[src/hw/rtl/vurft_pkg.sv]
// ----------------------------------------------------------------------------
// vurft_pkg - shared types and constants
// Item and result structs, queue entry format and frame timing constants for
// the video unit register and frame timing block.
// ----------------------------------------------------------------------------
`default_nettype none

package vurft_pkg;

	// command codes of an input item
	localparam logic [1:0] CMD_TICK  = 2'd0;
	localparam logic [1:0] CMD_WRITE = 2'd1;
	localparam logic [1:0] CMD_READ  = 2'd2;

	// register numbers
	localparam logic [2:0] REG_CTRL   = 3'd0;
	localparam logic [2:0] REG_STATUS = 3'd2;
	localparam logic [2:0] REG_SCROLL = 3'd5;
	localparam logic [2:0] REG_ADDR   = 3'd6;
	localparam logic [2:0] REG_DATA   = 3'd7;

	// bit positions
	localparam int CTRL_NMI_BIT  = 7;
	localparam int CTRL_INC_BIT  = 2;
	localparam int STATUS_VBL_BIT = 7;

	// frame timing
	localparam logic [8:0] LAST_DOT      = 9'd340;
	localparam logic [8:0] LAST_LINE     = 9'd261;
	localparam logic [8:0] VBL_LINE      = 9'd241;
	localparam logic [8:0] NMI_LAST_LINE = 9'd260;

	// video address map
	localparam logic [15:0] PAT_LAST  = 16'h1FFF;
	localparam logic [15:0] NT_LAST   = 16'h2FFF;
	localparam logic [15:0] NT_BASE   = 16'h2000;
	localparam logic [15:0] STEP_WIDE = 16'd32;
	localparam logic [15:0] STEP_ONE  = 16'd1;
	localparam int          NT_SPAN   = int'(NT_LAST) - int'(NT_BASE) + 1;

	// dots of one tick: up to 7 cpu cycles times 3
	localparam int DOTS_W = 5;

	typedef struct packed {
		logic [1:0] command;
		logic [2:0] reg_index;
		logic [7:0] write_data;
		logic [2:0] tick_cycles;
	} vurft_item_t;

	typedef struct packed {
		logic [7:0]  read_data;
		logic        nmi_pulse;
		logic        vblank;
		logic        mem_write;
		logic        mem_target;
		logic [12:0] mem_addr;
		logic [7:0]  mem_data;
		logic        addr_error;
		logic [15:0] scroll_value;
	} vurft_result_t;

	typedef enum logic [1:0] {
		OP_TICK,
		OP_WRITE,
		OP_READ,
		OP_NONE
	} vurft_op_t;

	// classified item as it sits in the queue
	typedef struct packed {
		vurft_op_t         op;
		logic [2:0]        reg_index;
		logic [7:0]        data;
		logic [DOTS_W-1:0] dots;
	} vurft_entry_t;

endpackage

`default_nettype wire

[src/hw/rtl/video_unit_register_and_frame_timing.sv]
// ----------------------------------------------------------------------------
// video_unit_register_and_frame_timing - picture unit registers and timing
// Register file, scroll and video address latches, memory write issue and
// frame timing with vblank and nmi, without any rendering.
// ----------------------------------------------------------------------------
// Timing: a register write, read or unused command is queued, then popped
// while the executor is idle, and its result is registered; a tick of n cpu
// cycles walks 3n dots, one per clock, and gives its result after its last dot.
// Rate: one register item per cycle while no tick walks; a tick holds the
// executor until its last dot. A two entry queue takes items while it walks.
// Reset clears registers, latches, frame counters and the queue.
`default_nettype none

module video_unit_register_and_frame_timing #(
	parameter int NAME_TABLE_BYTES = 1024
) (
	input  wire logic                   clk,
	input  wire logic                   arst_n,
	input  wire logic                   start,
	output logic                        busy,
	input  wire vurft_pkg::vurft_item_t item,
	output logic                        done,
	output vurft_pkg::vurft_result_t    result
);
	import vurft_pkg::*;

	logic         head_valid;
	vurft_entry_t head;
	logic         pop;

	// intake and queue
	vurft_front u_front (
		.clk        (clk),
		.arst_n     (arst_n),
		.start      (start),
		.busy       (busy),
		.item       (item),
		.head_valid (head_valid),
		.head       (head),
		.pop        (pop)
	);

	// execution
	vurft_back #(
		.NAME_TABLE_BYTES (NAME_TABLE_BYTES)
	) u_back (
		.clk        (clk),
		.arst_n     (arst_n),
		.head_valid (head_valid),
		.head       (head),
		.pop        (pop),
		.done       (done),
		.result     (result)
	);

endmodule

`default_nettype wire

[src/hw/rtl/vurft_front.sv]
// ----------------------------------------------------------------------------
// vurft_front - item intake and queue
// Accepts command items, classifies them into operations with a dot count
// and holds them in a two entry queue for the execution side.
// ----------------------------------------------------------------------------
`default_nettype none

module vurft_front (
	input  wire logic                   clk,
	input  wire logic                   arst_n,
	input  wire logic                   start,
	output logic                        busy,
	input  wire vurft_pkg::vurft_item_t item,
	output logic                        head_valid,
	output vurft_pkg::vurft_entry_t     head,
	input  wire logic                   pop
);
	import vurft_pkg::*;

	localparam int DEPTH = 2;

	vurft_entry_t entries_q [DEPTH];
	logic         wr_ptr_q;
	logic         rd_ptr_q;
	logic [1:0]   count_q;
	vurft_entry_t cls;
	logic         push;

	// classify the incoming item
	always_comb begin
		cls.reg_index = item.reg_index;
		cls.data      = item.write_data;
		cls.dots      = {1'b0, item.tick_cycles, 1'b0} + {2'b00, item.tick_cycles};
		unique case (item.command)
			CMD_TICK:  cls.op = OP_TICK;
			CMD_WRITE: cls.op = OP_WRITE;
			CMD_READ:  cls.op = OP_READ;
			default:   cls.op = OP_NONE;
		endcase
	end

	assign busy       = (count_q == 2'(DEPTH));
	assign push       = start && !busy;
	assign head_valid = (count_q != 2'd0);
	assign head       = entries_q[rd_ptr_q];

	// queue storage
	always_ff @(posedge clk) begin
		if (push) begin
			entries_q[wr_ptr_q] <= cls;
		end
	end

	// queue pointers and fill count
	always_ff @(posedge clk or negedge arst_n) begin
		if (!arst_n) begin
			wr_ptr_q <= 1'b0;
			rd_ptr_q <= 1'b0;
			count_q  <= 2'd0;
		end else begin
			if (push) begin
				wr_ptr_q <= !wr_ptr_q;
			end
			if (pop) begin
				rd_ptr_q <= !rd_ptr_q;
			end
			unique case ({push, pop})
				2'b10:   count_q <= count_q + 2'd1;
				2'b01:   count_q <= count_q - 2'd1;
				default: count_q <= count_q;
			endcase
		end
	end

	// queue never overfills
	a_count_range: assert property (@(posedge clk) disable iff (!arst_n)
		count_q <= 2'(DEPTH))
		else $error("queue count out of range");

	// pop only from a non-empty queue
	a_pop_nonempty: assert property (@(posedge clk) disable iff (!arst_n)
		pop |-> head_valid)
		else $error("pop from empty queue");

	// pointers agree with the count
	a_ptr_count: assert property (@(posedge clk) disable iff (!arst_n)
		(count_q == 2'd1) |-> (wr_ptr_q != rd_ptr_q))
		else $error("queue pointers disagree with count");

endmodule

`default_nettype wire

[src/hw/rtl/vurft_back.sv]
// ----------------------------------------------------------------------------
// vurft_back - register file and dot walker
// Executes queued operations: register writes and reads with their side
// effects, video memory write issue, and tick frame timing, one dot per clock.
// ----------------------------------------------------------------------------
`default_nettype none

module vurft_back #(
	parameter int NAME_TABLE_BYTES = 1024
) (
	input  wire logic                    clk,
	input  wire logic                    arst_n,
	input  wire logic                    head_valid,
	input  wire vurft_pkg::vurft_entry_t head,
	output logic                         pop,
	output logic                         done,
	output vurft_pkg::vurft_result_t     result
);
	import vurft_pkg::*;

	localparam logic [12:0] NT_BYTES = 13'(NAME_TABLE_BYTES);
	localparam int          NT_STEPS = (NT_SPAN - 1) / NAME_TABLE_BYTES;

	typedef enum logic {
		S_IDLE,
		S_RUN
	} state_t;

	state_t            state_q;
	logic [7:0]        reg_file_q [8];
	logic              toggle_q;
	logic [15:0]       scroll_q;
	logic [15:0]       vaddr_q;
	logic [8:0]        line_q;
	logic [8:0]        dot_q;
	logic [DOTS_W-1:0] dots_left_q;
	logic              nmi_q;
	logic              done_q;
	vurft_result_t     res_q;

	logic [7:0]    rd_byte;
	logic [11:0]   nt_off;
	logic          in_pat;
	logic          in_nt;
	logic          addr_err;
	logic [15:0]   step;
	logic          at_dot0;
	logic          vbl_set;
	logic          vbl_clr;
	logic          dot_nmi;
	logic          dot_vbl;
	logic [8:0]    dot_nx;
	logic [8:0]    line_nx;
	vurft_result_t op_res;
	vurft_result_t dot_res;

	assign pop    = head_valid && (state_q == S_IDLE);
	assign done   = done_q;
	assign result = res_q;

	// name table offset: mirror by repeated subtract of the table size
	always_comb begin
		nt_off = vaddr_q[11:0];
		for (int i = 0; i < NT_STEPS; i++) begin
			if ({1'b0, nt_off} >= NT_BYTES) begin
				nt_off = 12'({1'b0, nt_off} - NT_BYTES);
			end
		end
	end

	// address decode and step size
	assign rd_byte  = reg_file_q[head.reg_index];
	assign in_pat   = (vaddr_q <= PAT_LAST);
	assign in_nt    = !in_pat && (vaddr_q <= NT_LAST);
	assign addr_err = !in_pat && !in_nt;
	assign step     = reg_file_q[REG_CTRL][CTRL_INC_BIT] ? STEP_WIDE : STEP_ONE;

	// per dot events and counter advance
	assign at_dot0 = (dot_q == 9'd0);
	assign vbl_set = at_dot0 && (line_q == VBL_LINE);
	assign vbl_clr = at_dot0 && (line_q == LAST_LINE);
	assign dot_nmi = at_dot0 && (line_q >= VBL_LINE) && (line_q <= NMI_LAST_LINE)
		&& reg_file_q[REG_CTRL][CTRL_NMI_BIT];
	assign dot_vbl = vbl_set || (reg_file_q[REG_STATUS][STATUS_VBL_BIT] && !vbl_clr);
	assign dot_nx  = (dot_q == LAST_DOT) ? 9'd0 : dot_q + 9'd1;
	assign line_nx = (dot_q != LAST_DOT) ? line_q :
		(line_q == LAST_LINE) ? 9'd0 : line_q + 9'd1;

	// result of a register operation
	always_comb begin
		op_res              = '0;
		op_res.vblank       = reg_file_q[REG_STATUS][STATUS_VBL_BIT];
		op_res.scroll_value = scroll_q;
		unique case (head.op)
			OP_WRITE: begin
				unique case (head.reg_index)
					REG_STATUS: op_res.vblank = head.data[STATUS_VBL_BIT];
					REG_SCROLL: op_res.scroll_value = toggle_q ?
						(scroll_q | {8'h00, head.data}) : {head.data, 8'h00};
					REG_DATA: begin
						op_res.addr_error = addr_err;
						if (!addr_err) begin
							op_res.mem_write  = 1'b1;
							op_res.mem_target = in_nt;
							op_res.mem_addr   = in_nt ? {1'b0, nt_off} : vaddr_q[12:0];
							op_res.mem_data   = head.data;
						end
					end
					default: ;
				endcase
			end
			OP_READ: begin
				op_res.read_data = rd_byte;
				if (head.reg_index == REG_STATUS) begin
					op_res.vblank = 1'b0;
				end
			end
			OP_TICK, OP_NONE: ;
		endcase
	end

	// result of the last dot of a tick
	always_comb begin
		dot_res              = '0;
		dot_res.nmi_pulse    = nmi_q || dot_nmi;
		dot_res.vblank       = dot_vbl;
		dot_res.scroll_value = scroll_q;
	end

	// payload of the result register
	always_ff @(posedge clk) begin
		if (pop) begin
			res_q <= op_res;
		end else if (state_q == S_RUN) begin
			res_q <= dot_res;
		end
	end

	// sequencer, register file and frame counters
	always_ff @(posedge clk or negedge arst_n) begin
		if (!arst_n) begin
			state_q     <= S_IDLE;
			for (int i = 0; i < 8; i++) begin
				reg_file_q[i] <= 8'h00;
			end
			toggle_q    <= 1'b0;
			scroll_q    <= 16'h0000;
			vaddr_q     <= 16'h0000;
			line_q      <= 9'd0;
			dot_q       <= 9'd0;
			dots_left_q <= '0;
			nmi_q       <= 1'b0;
			done_q      <= 1'b0;
		end else begin
			done_q <= 1'b0;
			unique case (state_q)
				S_IDLE: begin
					if (pop) begin
						unique case (head.op)
							OP_TICK: begin
								if (head.dots == '0) begin
									done_q <= 1'b1;
								end else begin
									dots_left_q <= head.dots;
									nmi_q       <= 1'b0;
									state_q     <= S_RUN;
								end
							end
							OP_WRITE: begin
								done_q <= 1'b1;
								reg_file_q[head.reg_index] <= head.data;
								unique case (head.reg_index)
									REG_SCROLL: begin
										scroll_q <= op_res.scroll_value;
										toggle_q <= !toggle_q;
									end
									REG_ADDR: begin
										vaddr_q  <= toggle_q ?
											(vaddr_q | {8'h00, head.data}) :
											{head.data, 8'h00};
										toggle_q <= !toggle_q;
									end
									REG_DATA: begin
										if (!addr_err) begin
											vaddr_q <= vaddr_q + step;
										end
									end
									default: ;
								endcase
							end
							OP_READ: begin
								done_q <= 1'b1;
								if (head.reg_index == REG_STATUS) begin
									reg_file_q[REG_STATUS][STATUS_VBL_BIT] <= 1'b0;
									toggle_q <= 1'b0;
								end
							end
							OP_NONE: begin
								done_q <= 1'b1;
							end
						endcase
					end
				end
				S_RUN: begin
					reg_file_q[REG_STATUS][STATUS_VBL_BIT] <= dot_vbl;
					nmi_q       <= nmi_q || dot_nmi;
					dot_q       <= dot_nx;
					line_q      <= line_nx;
					dots_left_q <= dots_left_q - DOTS_W'(1);
					if (dots_left_q == DOTS_W'(1)) begin
						done_q  <= 1'b1;
						state_q <= S_IDLE;
					end
				end
			endcase
		end
	end

	// frame counters stay inside the frame
	a_frame_range: assert property (@(posedge clk) disable iff (!arst_n)
		(dot_q <= LAST_DOT) && (line_q <= LAST_LINE))
		else $error("frame counter out of range");

	// a running tick always has dots left
	a_run_dots: assert property (@(posedge clk) disable iff (!arst_n)
		(state_q == S_RUN) |-> (dots_left_q != '0))
		else $error("dot walker running with no dots left");

	// an error never issues a memory write
	a_err_no_write: assert property (@(posedge clk) disable iff (!arst_n)
		done_q |-> !(res_q.addr_error && res_q.mem_write))
		else $error("memory write issued with address error");

	// a result follows the end of the dot walk
	a_run_done: assert property (@(posedge clk) disable iff (!arst_n)
		((state_q == S_RUN) && (dots_left_q == DOTS_W'(1))) |=> done_q)
		else $error("tick finished without a result");

endmodule

`default_nettype wire
[config.mk]
export PLATFORM = sky130hd
export DESIGN_NAME = video_unit_register_and_frame_timing
export DESIGN_NICKNAME = d
export VERILOG_FILES = /design/src/hw/rtl/vurft_pkg.sv /design/src/hw/rtl/video_unit_register_and_frame_timing.sv /design/src/hw/rtl/vurft_front.sv /design/src/hw/rtl/vurft_back.sv
export SDC_FILE = /design/constraint.sdc
export NUM_CORES = 1
export LEC_CHECK = 0
export BUFFER_PORTS_ARGS = -buffer_cell sky130_fd_sc_hd__buf_2
export CORE_ASPECT_RATIO = 1.25
export CORE_MARGIN = 3
export CORE_UTILIZATION = 47
export CTS_BUF_LIST = sky130_fd_sc_hd__clkbuf_16
export DETAILED_ROUTE_END_ITERATION = 8
export GPL_TIMING_DRIVEN = 0
export PLACE_DENSITY = 0.72
export SYNTH_ARGS = -nofsm -noshare
export SYNTH_HDL_FRONTEND = slang
export SYNTH_SLANG_ARGS = --single-unit
export TNS_END_PERCENT = 20
[constraint.sdc]
create_clock -name clk -period 6.99 [get_ports clk]
set_clock_uncertainty 0.1 [all_clocks]
set_input_delay 0 -clock clk [delete_from_list [all_inputs] [get_ports clk]]
set_output_delay 0 -clock clk [all_outputs]
set_load 0.01 [all_outputs]
## Word-level counts from Yosys, hierarchy flattened

Memories as Yosys holds them, arrays and structs flattened.
Cells that the tools add are included.

| word-level totals | value |
|---|---|
| register bits after elaboration | 177 |
| RAM bits | 36 |
| output and inout port bits | 52 |
| memories kept | 1 |

Memory list:

| name | words | bits a word | rd ports | clocked after memory_dff | write ports | line | text |
|---|---|---|---|---|---|---|---|
| u_front.entries_q | 2 | 18 | 1 | 0 | 1 | vurft_front.sv:22 | `vurft_entry_t entries_q [DEPTH];` |

| cells by class | value |
|---|---|
| add/subtract/negate cells | 10 |
| magnitude comparators | 9 |
| equal/unequal tests | 24 |
| mux-type cells | 56 |
| bitwise operators | 5 |
| reductions and logical operators | 38 |

Operator list:

| operator | number |
|---|---|
| $mux 50 | 2 |
| $bwmux 64 | 1 |
| $mux 16 | 4 |
| $mux 48 | 1 |
| $mux 47 | 1 |
| $mux 40 | 1 |
| $ge 12x11->1 const B | 3 |
| $mux 12 | 3 |
| $sub 12x11->12 const B | 3 |
| $mux 8 | 4 |
| $or 16x8->16 | 2 |
| $pmux 16 s2 | 1 |
| $bmux 8 s3 | 1 |
| $demux 8 s3 | 1 |
| $mux 24 | 1 |
| $mux 23 | 1 |
| $add 9x1->9 const B | 2 |
| $eq 9x9->1 const B | 2 |
| $mux 9 | 2 |
| $add 16x16->16 | 1 |
| $le 16x13->1 const B | 1 |
| $le 16x14->1 const B | 1 |
| $mux 1 | 16 |
| $pmux 1 s2 | 8 |
| 39 further kinds | 79 |

## Longest topological paths before layout

Gate-level depths: netlist of the first run.

| logic depth | value |
|---|---|
| depth after elaboration | 11 |
| gate-level depth with buffers | 14 |
| gate-level depth less buffers | 10 |

## By module

From an unflattened synthesis of the first run, not the netlist that was laid out.

| unflattened totals | value |
|---|---|
| cell total of the unflattened synthesis | 822 |
| area, all modules | 10119.7 um2 |

By module, submodules not included:

| module | times used | cells each | area each (um2) | seq. area each (um2) |
|---|---|---|---|---|
| vurft_back | 1 | 740 | 8495.6 | 4569.4 |
| vurft_front | 1 | 82 | 1624.1 | 1181.1 |

## Least setup slack after synthesis of the first run

OpenSTA, ideal clock, no wires.

| path | value |
|---|---|
| path type | flip-flop to flip-flop |
| from | reg u_front.rd_ptr_q |
| to | reg u_back.vaddr_q[7] |
| setup time | 0.094 ns |
| arrival | 2.926 ns |
| setup slack | 3.870 ns |
| cell stages (with the launch flop) | 12 |
| buffers on the path | 4 |
| clock period less this slack | 3.120 ns |
| cell sequence | dfrtp_1 buf_2 buf_2 buf_2 mux2i_1 ha_1 inv_1 a211oi_1 and2_1 buf_2 a21oi_1 a211oi_1 |

| between the ends | value |
|---|---|
| longest elaborated chain between the ends | 4 |
| elaborated cells between the ends (all ways) | 10 |

Ends and longest elaborated chain:

| what | line | text |
|---|---|---|
| from (decl) | vurft_front.sv:24 | `logic rd_ptr_q;` |
| from (signal assigned) | vurft_front.sv:65 | `rd_ptr_q <= !rd_ptr_q;` |
| $mem_v2 2x18 (*) | - |  |
| $eq 3x3->1 or $or 16x8->16 (tied branches) | vurft_back.sv:172, vurft_back.sv:179 |  |
| $ne 2x2->1 (no source line), or another cell as far along | - |  |
| $reduce_and 5->1 (no source line) or $pmux 16 s2 (tied branches) | - |  |
| to (signal assigned) | vurft_back.sv:178 | `vaddr_q <= toggle_q ?` |
| to (signal assigned) | vurft_back.sv:185 | `vaddr_q <= vaddr_q + step;` |
| to (decl) | vurft_back.sv:33 | `logic [15:0] vaddr_q;` |

Mark *: on every way between the ends. The rest lies on a longest branch, timed or not.
A chain may end at the register's enable or synchronous reset.

## Worst setup path in the final report of the first run

| path | value |
|---|---|
| from | reg u_front.rd_ptr_q |
| to | reg u_back.vaddr_q[8] |

| between the ends | value |
|---|---|
| longest elaborated chain between the ends | 4 |
| elaborated cells between the ends (all ways) | 9 |

Ends and longest elaborated chain:

| what | line | text |
|---|---|---|
| $mem_v2 2x18 (*) | - |  |
| $eq 3x3->1 | vurft_back.sv:172 | `unique case (head.reg_index)` |
| $ne 2x2->1 (no source line) or $reduce_bool 2->1 (tied branches) | - |  |
| $reduce_and 5->1 (no source line) | - |  |

Marked as above.

==> results.yml, run 1 <==
route:
  postRouteAntennaNets: 0
  detail_route.wl_per_cell_microns: 17.7
  vias_per_cell: 5.64
  first_pass_iters: 5
  vias: 7207
  wl_mm: 22.6
  drt_iter0_markers: 590
  drc: 0
synthesis:
  synth_nets: 916
  synth_ff_type: "dfrtp_1"
  ys_seq_area_share_pct: 59.4
  synth_warnings: 0
  avgSynthCellArea_sq_um: 11.1
  async_reset_ff_share_pct: 59.6
  yosys-top-cells-area: "dfrtp_1 33%, edfxtp_1 26%, o21ai_0 4.5%, nand2_1 4.2%, ha_1 2.6%"
  ys_ff_latch: 213
  netlist_area_sq_um: 9680
  synthAdderAreaFrac_pct: 2.79
  yosysTopAreaCell: "dfrtp_1"
  synth-compound-area-share_pct: 15.6
  ys_top_cells_by_count: "127 x dfrtp_1, 109 x nand2_1, 88 x o21ai_0, 85 x edfxtp_1, 56 x nor2_1"
  yosysTopAreaCellShare_pct: 32.8
  synth-xor-area-share_pct: 1.54
  yosys.area_share.simple_pct: 14.1
  synth-edff-count: 85
  ys_types: 70
  syn-instance-count: 876
  synthMuxAreaShare_pct: 3.32
  synth_top_family_by_area: "compound AO/OA/AOI/OAI gates"
  yosysMostFrequentCell: "dfrtp_1"
placement:
  place_ws_ps: 2880
  place_inst: 1217
  port_buffers: 68
  gp_congestion: 0.873
  place_hpwl_mm: 15.7
min_path:
  hold_class: "input pin to register"
critical_path:
  endpoint_kind: "register"
  setup.worst_path.class: "register to register"
  crit_path_max_fanout: 10
  startpoint_type: "register"
  r2r_slack_ps: 2900
  critPathRequiredTime_ps: 7220
  cp.arrival_ps: 4320
floorplan:
  ios: 71
  die_area_sq_um: 22400
  die_x_microns: 134
  fp.coreArea_sq_um: 20200
  fp-row-count: 58
  initial_core_util_pct: 48.0
  die_h_microns: 166
sta:
  rsz0062_at_grt: "false"
  tightest_slew_ps: 1010
  setup_viol: 0
  fmax_ghz: 0.244
  fin_crit_ps: 4090
  setup-tns-final_ps: 0
  worst_slack_ps: 2900
  slew_viol_final: 0
  whs_ps: 137
  fin_crit_sh_pct: 58.6
  timing.slew.headroom_pct: 32.3
  final_hold_viol_count: 0
cts:
  tritoncts: "yes"
  clkSinkCount: 213
  cts_inserted_buffers: 22
  path_clk_slew_ps: 60
  htreeDepth: 1
  cts-root-buf: "clkbuf_16"
  clockBufferDepth: 3
  clk_latency_ps: 500
  cts_setup_buffers: 0
layout:
  area_growth_pct: 18.0
  drive_gt1_share_pct: 14.2
  antenna-diode-count: 0
  utilization_pct: 56.6
  nets: 1031
  layout.cells.non_filler: 1277
power_and_ir_drop:
  p_per_area_nw_per_um2: 424
  vdd_drop_max_v: 0.000277
  p_leak_nw: 5.05
global_routing:
  grt_overflow: 0
  first_global_vias: 6868
  antenna_found_initial: 0
  grt_max_degree: 78
  track_usage_pct: 20.3
  grt_pass1_wl_mm: 36.8
flow_run:
  maxCapViolCount: 0
run_status:
  status: "finished clean"
sequential cells by signal (all words and copies together), names as in the netlist, 2 cells and up:
signal / cells
u_front.entries_q: 36
u_back.vaddr_q: 16
u_back.dot_q: 9
u_back.scroll_q: 16
u_front.count_q: 2
u_back.dots_left_q: 5
u_back.line_q: 9
u_back.result: 50
u_back.reg_file_q: 64
path summary, 6_finish.rpt:
path	from	to	cells past startpoint
min in group asynchronous	arst_n	u_back.reg_file_q[51]$_DFFE_PN0P_	4
max reg2reg	u_front.rd_ptr_q$_DFFE_PN0P_	u_back.vaddr_q[8]$_DFFE_PN0P_	10
min reg2reg	u_back.reg_file_q[59]$_DFFE_PN0P_	u_back.reg_file_q[59]$_DFFE_PN0P_	2
max	u_front.rd_ptr_q$_DFFE_PN0P_	u_back.vaddr_q[8]$_DFFE_PN0P_	10
max in group asynchronous	arst_n	u_back.dots_left_q[0]$_DFFE_PN0P_	4
min	item[3]	u_front.entries_q[1][5]$_DFFE_PP_	2
cell families (layout without fill, tap and decap cells):
family | Yosys count | count (layout)
buffers and inverters | 72 | 203
AOI/OAI and AO/OA | 238 | 238
muxes | 31 | 31
xor gates and xnor gates | 17 | 17
DFF | 213 | 213
adders and majority gates | 21 | 21
and+or+nand+nor | 284 | 284
area by class of cell:
cell class	instances	area (sq um)
fillers	1804	8750
flip-flops and latches	213	5750
multi-input cells	591	3630
repair buffers	91	627
clock buffers	23	576
well taps	270	338
plain buffers	51	224
clock inverters	17	196
inverters	21	83.8
metal layers:
metal,GRT usage (%),vias to the layer above,wire [microns]
met5,0,-,0
met4,6.42,0,657
met3,2.51,44,1260
met2,34.0,226,11300
met1,27.7,3494,9410
li1,-,3443,-
layout by cell type (no fill, tap or decap), types with 13 or more instances in the layout:
master and n:
and2_1 13, o22ai_1 30, dlygate4sd3_1 19, o21ai_0 88, a21o_1 14, clkbuf_16 23
nand3_1 15, nor3_1 18, nand2_1 109, nor2_1 55, buf_2 75, dfrtp_1 127
inv_1 21, clkbuf_1 39, mux2i_1 22, edfxtp_1 85, ha_1 20, a21oi_1 28
repair_timing:
item                      4_1_cts  5_1_grt
hold buffers                   20        0
hold endpoints to repair      172        0
gates resized for setup         0        0
worst max-delay path: stages (launching register included):
cell and delay (ps):
dfrtp_1 420, buf_2 260, buf_2 320, buf_2 350
mux2i_1 370, ha_1 340, inv_1 110, a211oi_1 840
o21ai_2 280, a21oi_2 380, a211oi_1 150
stage by stage:
| stage | instance area (sq um) | total power, W |
|---|---|---|
| after floorplan | 9680 | 0.00308 |
| after global placement | 10400 | 0.00354 |
| after detailed placement | 10400 | 0.00360 |
| after CTS | 11400 | 0.00487 |
| final | 11400 | 0.00485 |
| after global routing | 11400 | 0.00517 |
power by group:
part | switching [W] | total (W) | internal (W) | leakage, nW
sequential | 0.000284 | 0.00206 | 0.00178 | 2.60
combinational | 0.000945 | 0.00155 | 0.000609 | 2.07
clock | 0.000485 | 0.00123 | 0.000749 | 0.387
Power figures use the tool's default switching activity.
==> run 2, diff against run 1 <==
--- a/config.mk
+++ b/config.mk
@@ -12,7 +12,7 @@
 export CTS_BUF_LIST = sky130_fd_sc_hd__clkbuf_16
 export DETAILED_ROUTE_END_ITERATION = 8
 export GPL_TIMING_DRIVEN = 0
-export PLACE_DENSITY = 0.72
+export PLACE_DENSITY = 0.74
 export SYNTH_ARGS = -nofsm -noshare
 export SYNTH_HDL_FRONTEND = slang
 export SYNTH_SLANG_ARGS = --single-unit
==> constraint.sdc (replaced) <==
create_clock -name clk -period 3.7 [get_ports clk]
set_clock_uncertainty 0.1 [all_clocks]
set_input_delay 0 -clock clk [delete_from_list [all_inputs] [get_ports clk]]
set_output_delay 0 -clock clk [all_outputs]
set_load 0.01 [all_outputs]
==> results.yml, run 2 (synthesized netlist as in run 1, its figures left out) <==
sta:
  fmax_ghz: 0.287
  setup_viol: 0
  fin_crit_sh_pct: 94.1
  slew_viol_final: 0
  fin_crit_ps: 3480
  final_hold_viol_count: 0
  setup-tns-final_ps: 0
  timing.slew.headroom_pct: 38.5
  tightest_slew_ps: 923
  whs_ps: 141
  worst_slack_ps: 218
cts:
  path_clk_slew_ps: 60
  clkSinkCount: 213
  clockBufferDepth: 3
  clk_latency_ps: 500
  tritoncts: "yes"
  cts-root-buf: "clkbuf_16"
  cts_inserted_buffers: 21
  htreeDepth: 1
critical_path:
  worst-r2r-cell-count: 13
  r2r_start: "u_front.rd_ptr_q$_DFFE_PN0P_"
  reg2reg_to: "u_back.result[36]$_DFFE_PP_"
  setup.worst_path.start: "u_front.rd_ptr_q$_DFFE_PN0P_"
  startpoint_type: "register"
  endpoint_kind: "register"
  crit_end: "u_back.result[36]$_DFFE_PP_"
  critPathRequiredTime_ps: 3980
  cp.arrival_ps: 3760
  r2r_slack_ps: 220
  setup.worst_path.class: "register to register"
  crit_path_max_fanout: 10
floorplan:
  die_h_microns: 166
  die_area_sq_um: 22400
  ios: 71
  die_x_microns: 134
  initial_core_util_pct: 48.0
  fp-row-count: 58
  fp.coreArea_sq_um: 20200
placement:
  port_buffers: 68
  place_hpwl_mm: 15.8
  gp_congestion: 0.863
  place_ws_ps: -291
layout:
  nets: 1030
  top_register: "u_back.reg_file_q"
  final_common_cell: "dfrtp_1"
  antenna-diode-count: 0
  drive_gt1_share_pct: 14.1
  layout_common_cells: "127 x dfrtp_1, 109 x nand2_1, 88 x o21ai_0"
  area_growth_pct: 17.5
  largest_reg_flops: 64
  fillers: 1741
flow_run:
  maxCapViolCount: 0
global_routing:
  grt_max_degree: 75
  grt_overflow: 0
  antenna_found_initial: 0
  grt_pass1_wl_mm: 36.6
  first_global_vias: 7110
  track_usage_pct: 20.2
route:
  vias_per_cell: 5.68
  drt_iter0_markers: 681
  first_pass_iters: 5
  postRouteAntennaNets: 0
  drc: 0
  detail_route.wl_per_cell_microns: 17.8
  vias: 7241
  wl_mm: 22.8
run_status:
  status: "finished clean"
min_path:
  hold_class: "input pin to register"
power_and_ir_drop:
  p_leak_nw: 5.02
  p_per_area_nw_per_um2: 793
  vdd_drop_max_v: 0.000432
## run 2: cell count changes in the layout (fill, tap and decap cells not counted), sizes merged
| cell | previous run | this run |
|---|---|---|
| bufinv | 4 | 3 |
| buf | 84 | 82 |
| clkbuf | 62 | 63 |
| inv | 24 | 22 |
| clkinv | 8 | 10 |
## run 2: power by group
group          switching (W)  leakage, nW  internal, W  total (W)
registers           0.000526         2.60      0.00336    0.00388
logic                0.00181         2.07      0.00116    0.00296
clock network       0.000889        0.351      0.00129    0.00218
## run 2: per-layer routing
| layer | up-vias | share of wire, % | routed length (microns) | global-route usage, % |
|---|---|---|---|---|
| met4 | 0 | 2.9 | 670 | 7.62 |
| li1 | 3423 | - | - | - |
| met5 | - | 0 | 0 | 0 |
| met2 | 246 | 50 | 11400 | 35.1 |
| met3 | 50 | 5.6 | 1260 | 2.21 |
| met1 | 3522 | 41 | 9370 | 26.0 |
## run 2: worst min-delay path by stage
stage | to | slack, ps | start | cells past startpoint
final | u_front.entries_q[1][17]$_DFFE_PP_ | 140 | item[15] | 2
after global routing | u_front.entries_q[0][11]$_DFFE_PP_ | 140 | item[9] | 2
after CTS | u_front.entries_q[1][15]$_DFFE_PP_ | 130 | item[13] | 2
after detailed placement | u_back.reg_file_q[44]$_DFFE_PN0P_ | -100 | arst_n | 1
after global placement | u_front.entries_q[0][9]$_DFFE_PP_ | 90 | item[7] | 1
after floorplan | u_back.done$_DFF_PN0_ | -400 | arst_n | 0
## run 2: per-stage QoR
| stage | instance area, sq um | power, W | util [%] | instances |
|---|---|---|---|---|
| 6_report | 11400 | 0.00903 | 56.4 | 1275 |
| 5_1_grt | 11400 | 0.00958 | 56.4 | 1275 |
| 4_1_cts | 11400 | 0.00903 | 56.3 | 1275 |
| 3_5_place_dp | 10400 | 0.00681 | 51.7 | 1217 |
| 3_3_place_gp | 10400 | 0.00666 | 51.4 | 1214 |
| 2_1_floorplan | 9680 | 0.00581 | - | 876 |
## run 2: worst max-delay path, cell delays in order (launching register included)
cell      delay, ps
dfrtp_1         430
buf_2           250
clkbuf_4        280
clkbuf_4        290
mux2i_1         320
ha_1            300
nand2_1         130
or3_1           310
buf_2           200
or2_1           240
buf_6           160
clkinv_4         60
buf_6           110
o221a_2         170
## run 2: area by class of cell
cell class | count | area, sq um | area share [%]
Clock inverter | 16 | 156 | 1.37
Tap cell | 270 | 338 | 2.97
Clock buffer | 22 | 551 | 4.84
Multi-Input combinational cell | 591 | 3640 | 32.0
Sequential cell | 213 | 5750 | 50.5
Buffer | 51 | 230 | 2.02
Inverter | 21 | 83.8 | 0.737
Timing Repair Buffer | 91 | 627 | 5.51
## run 2: what timing repair did
item | in CTS | in global routing
hold buffers | 20 | 0
buffers inserted | 0 | 0
gates resized for setup | 2 | 5
endpoints found under the setup margin | 18 | 62
pin swaps | 0 | 1
endpoints found under the hold margin | 172 | 0
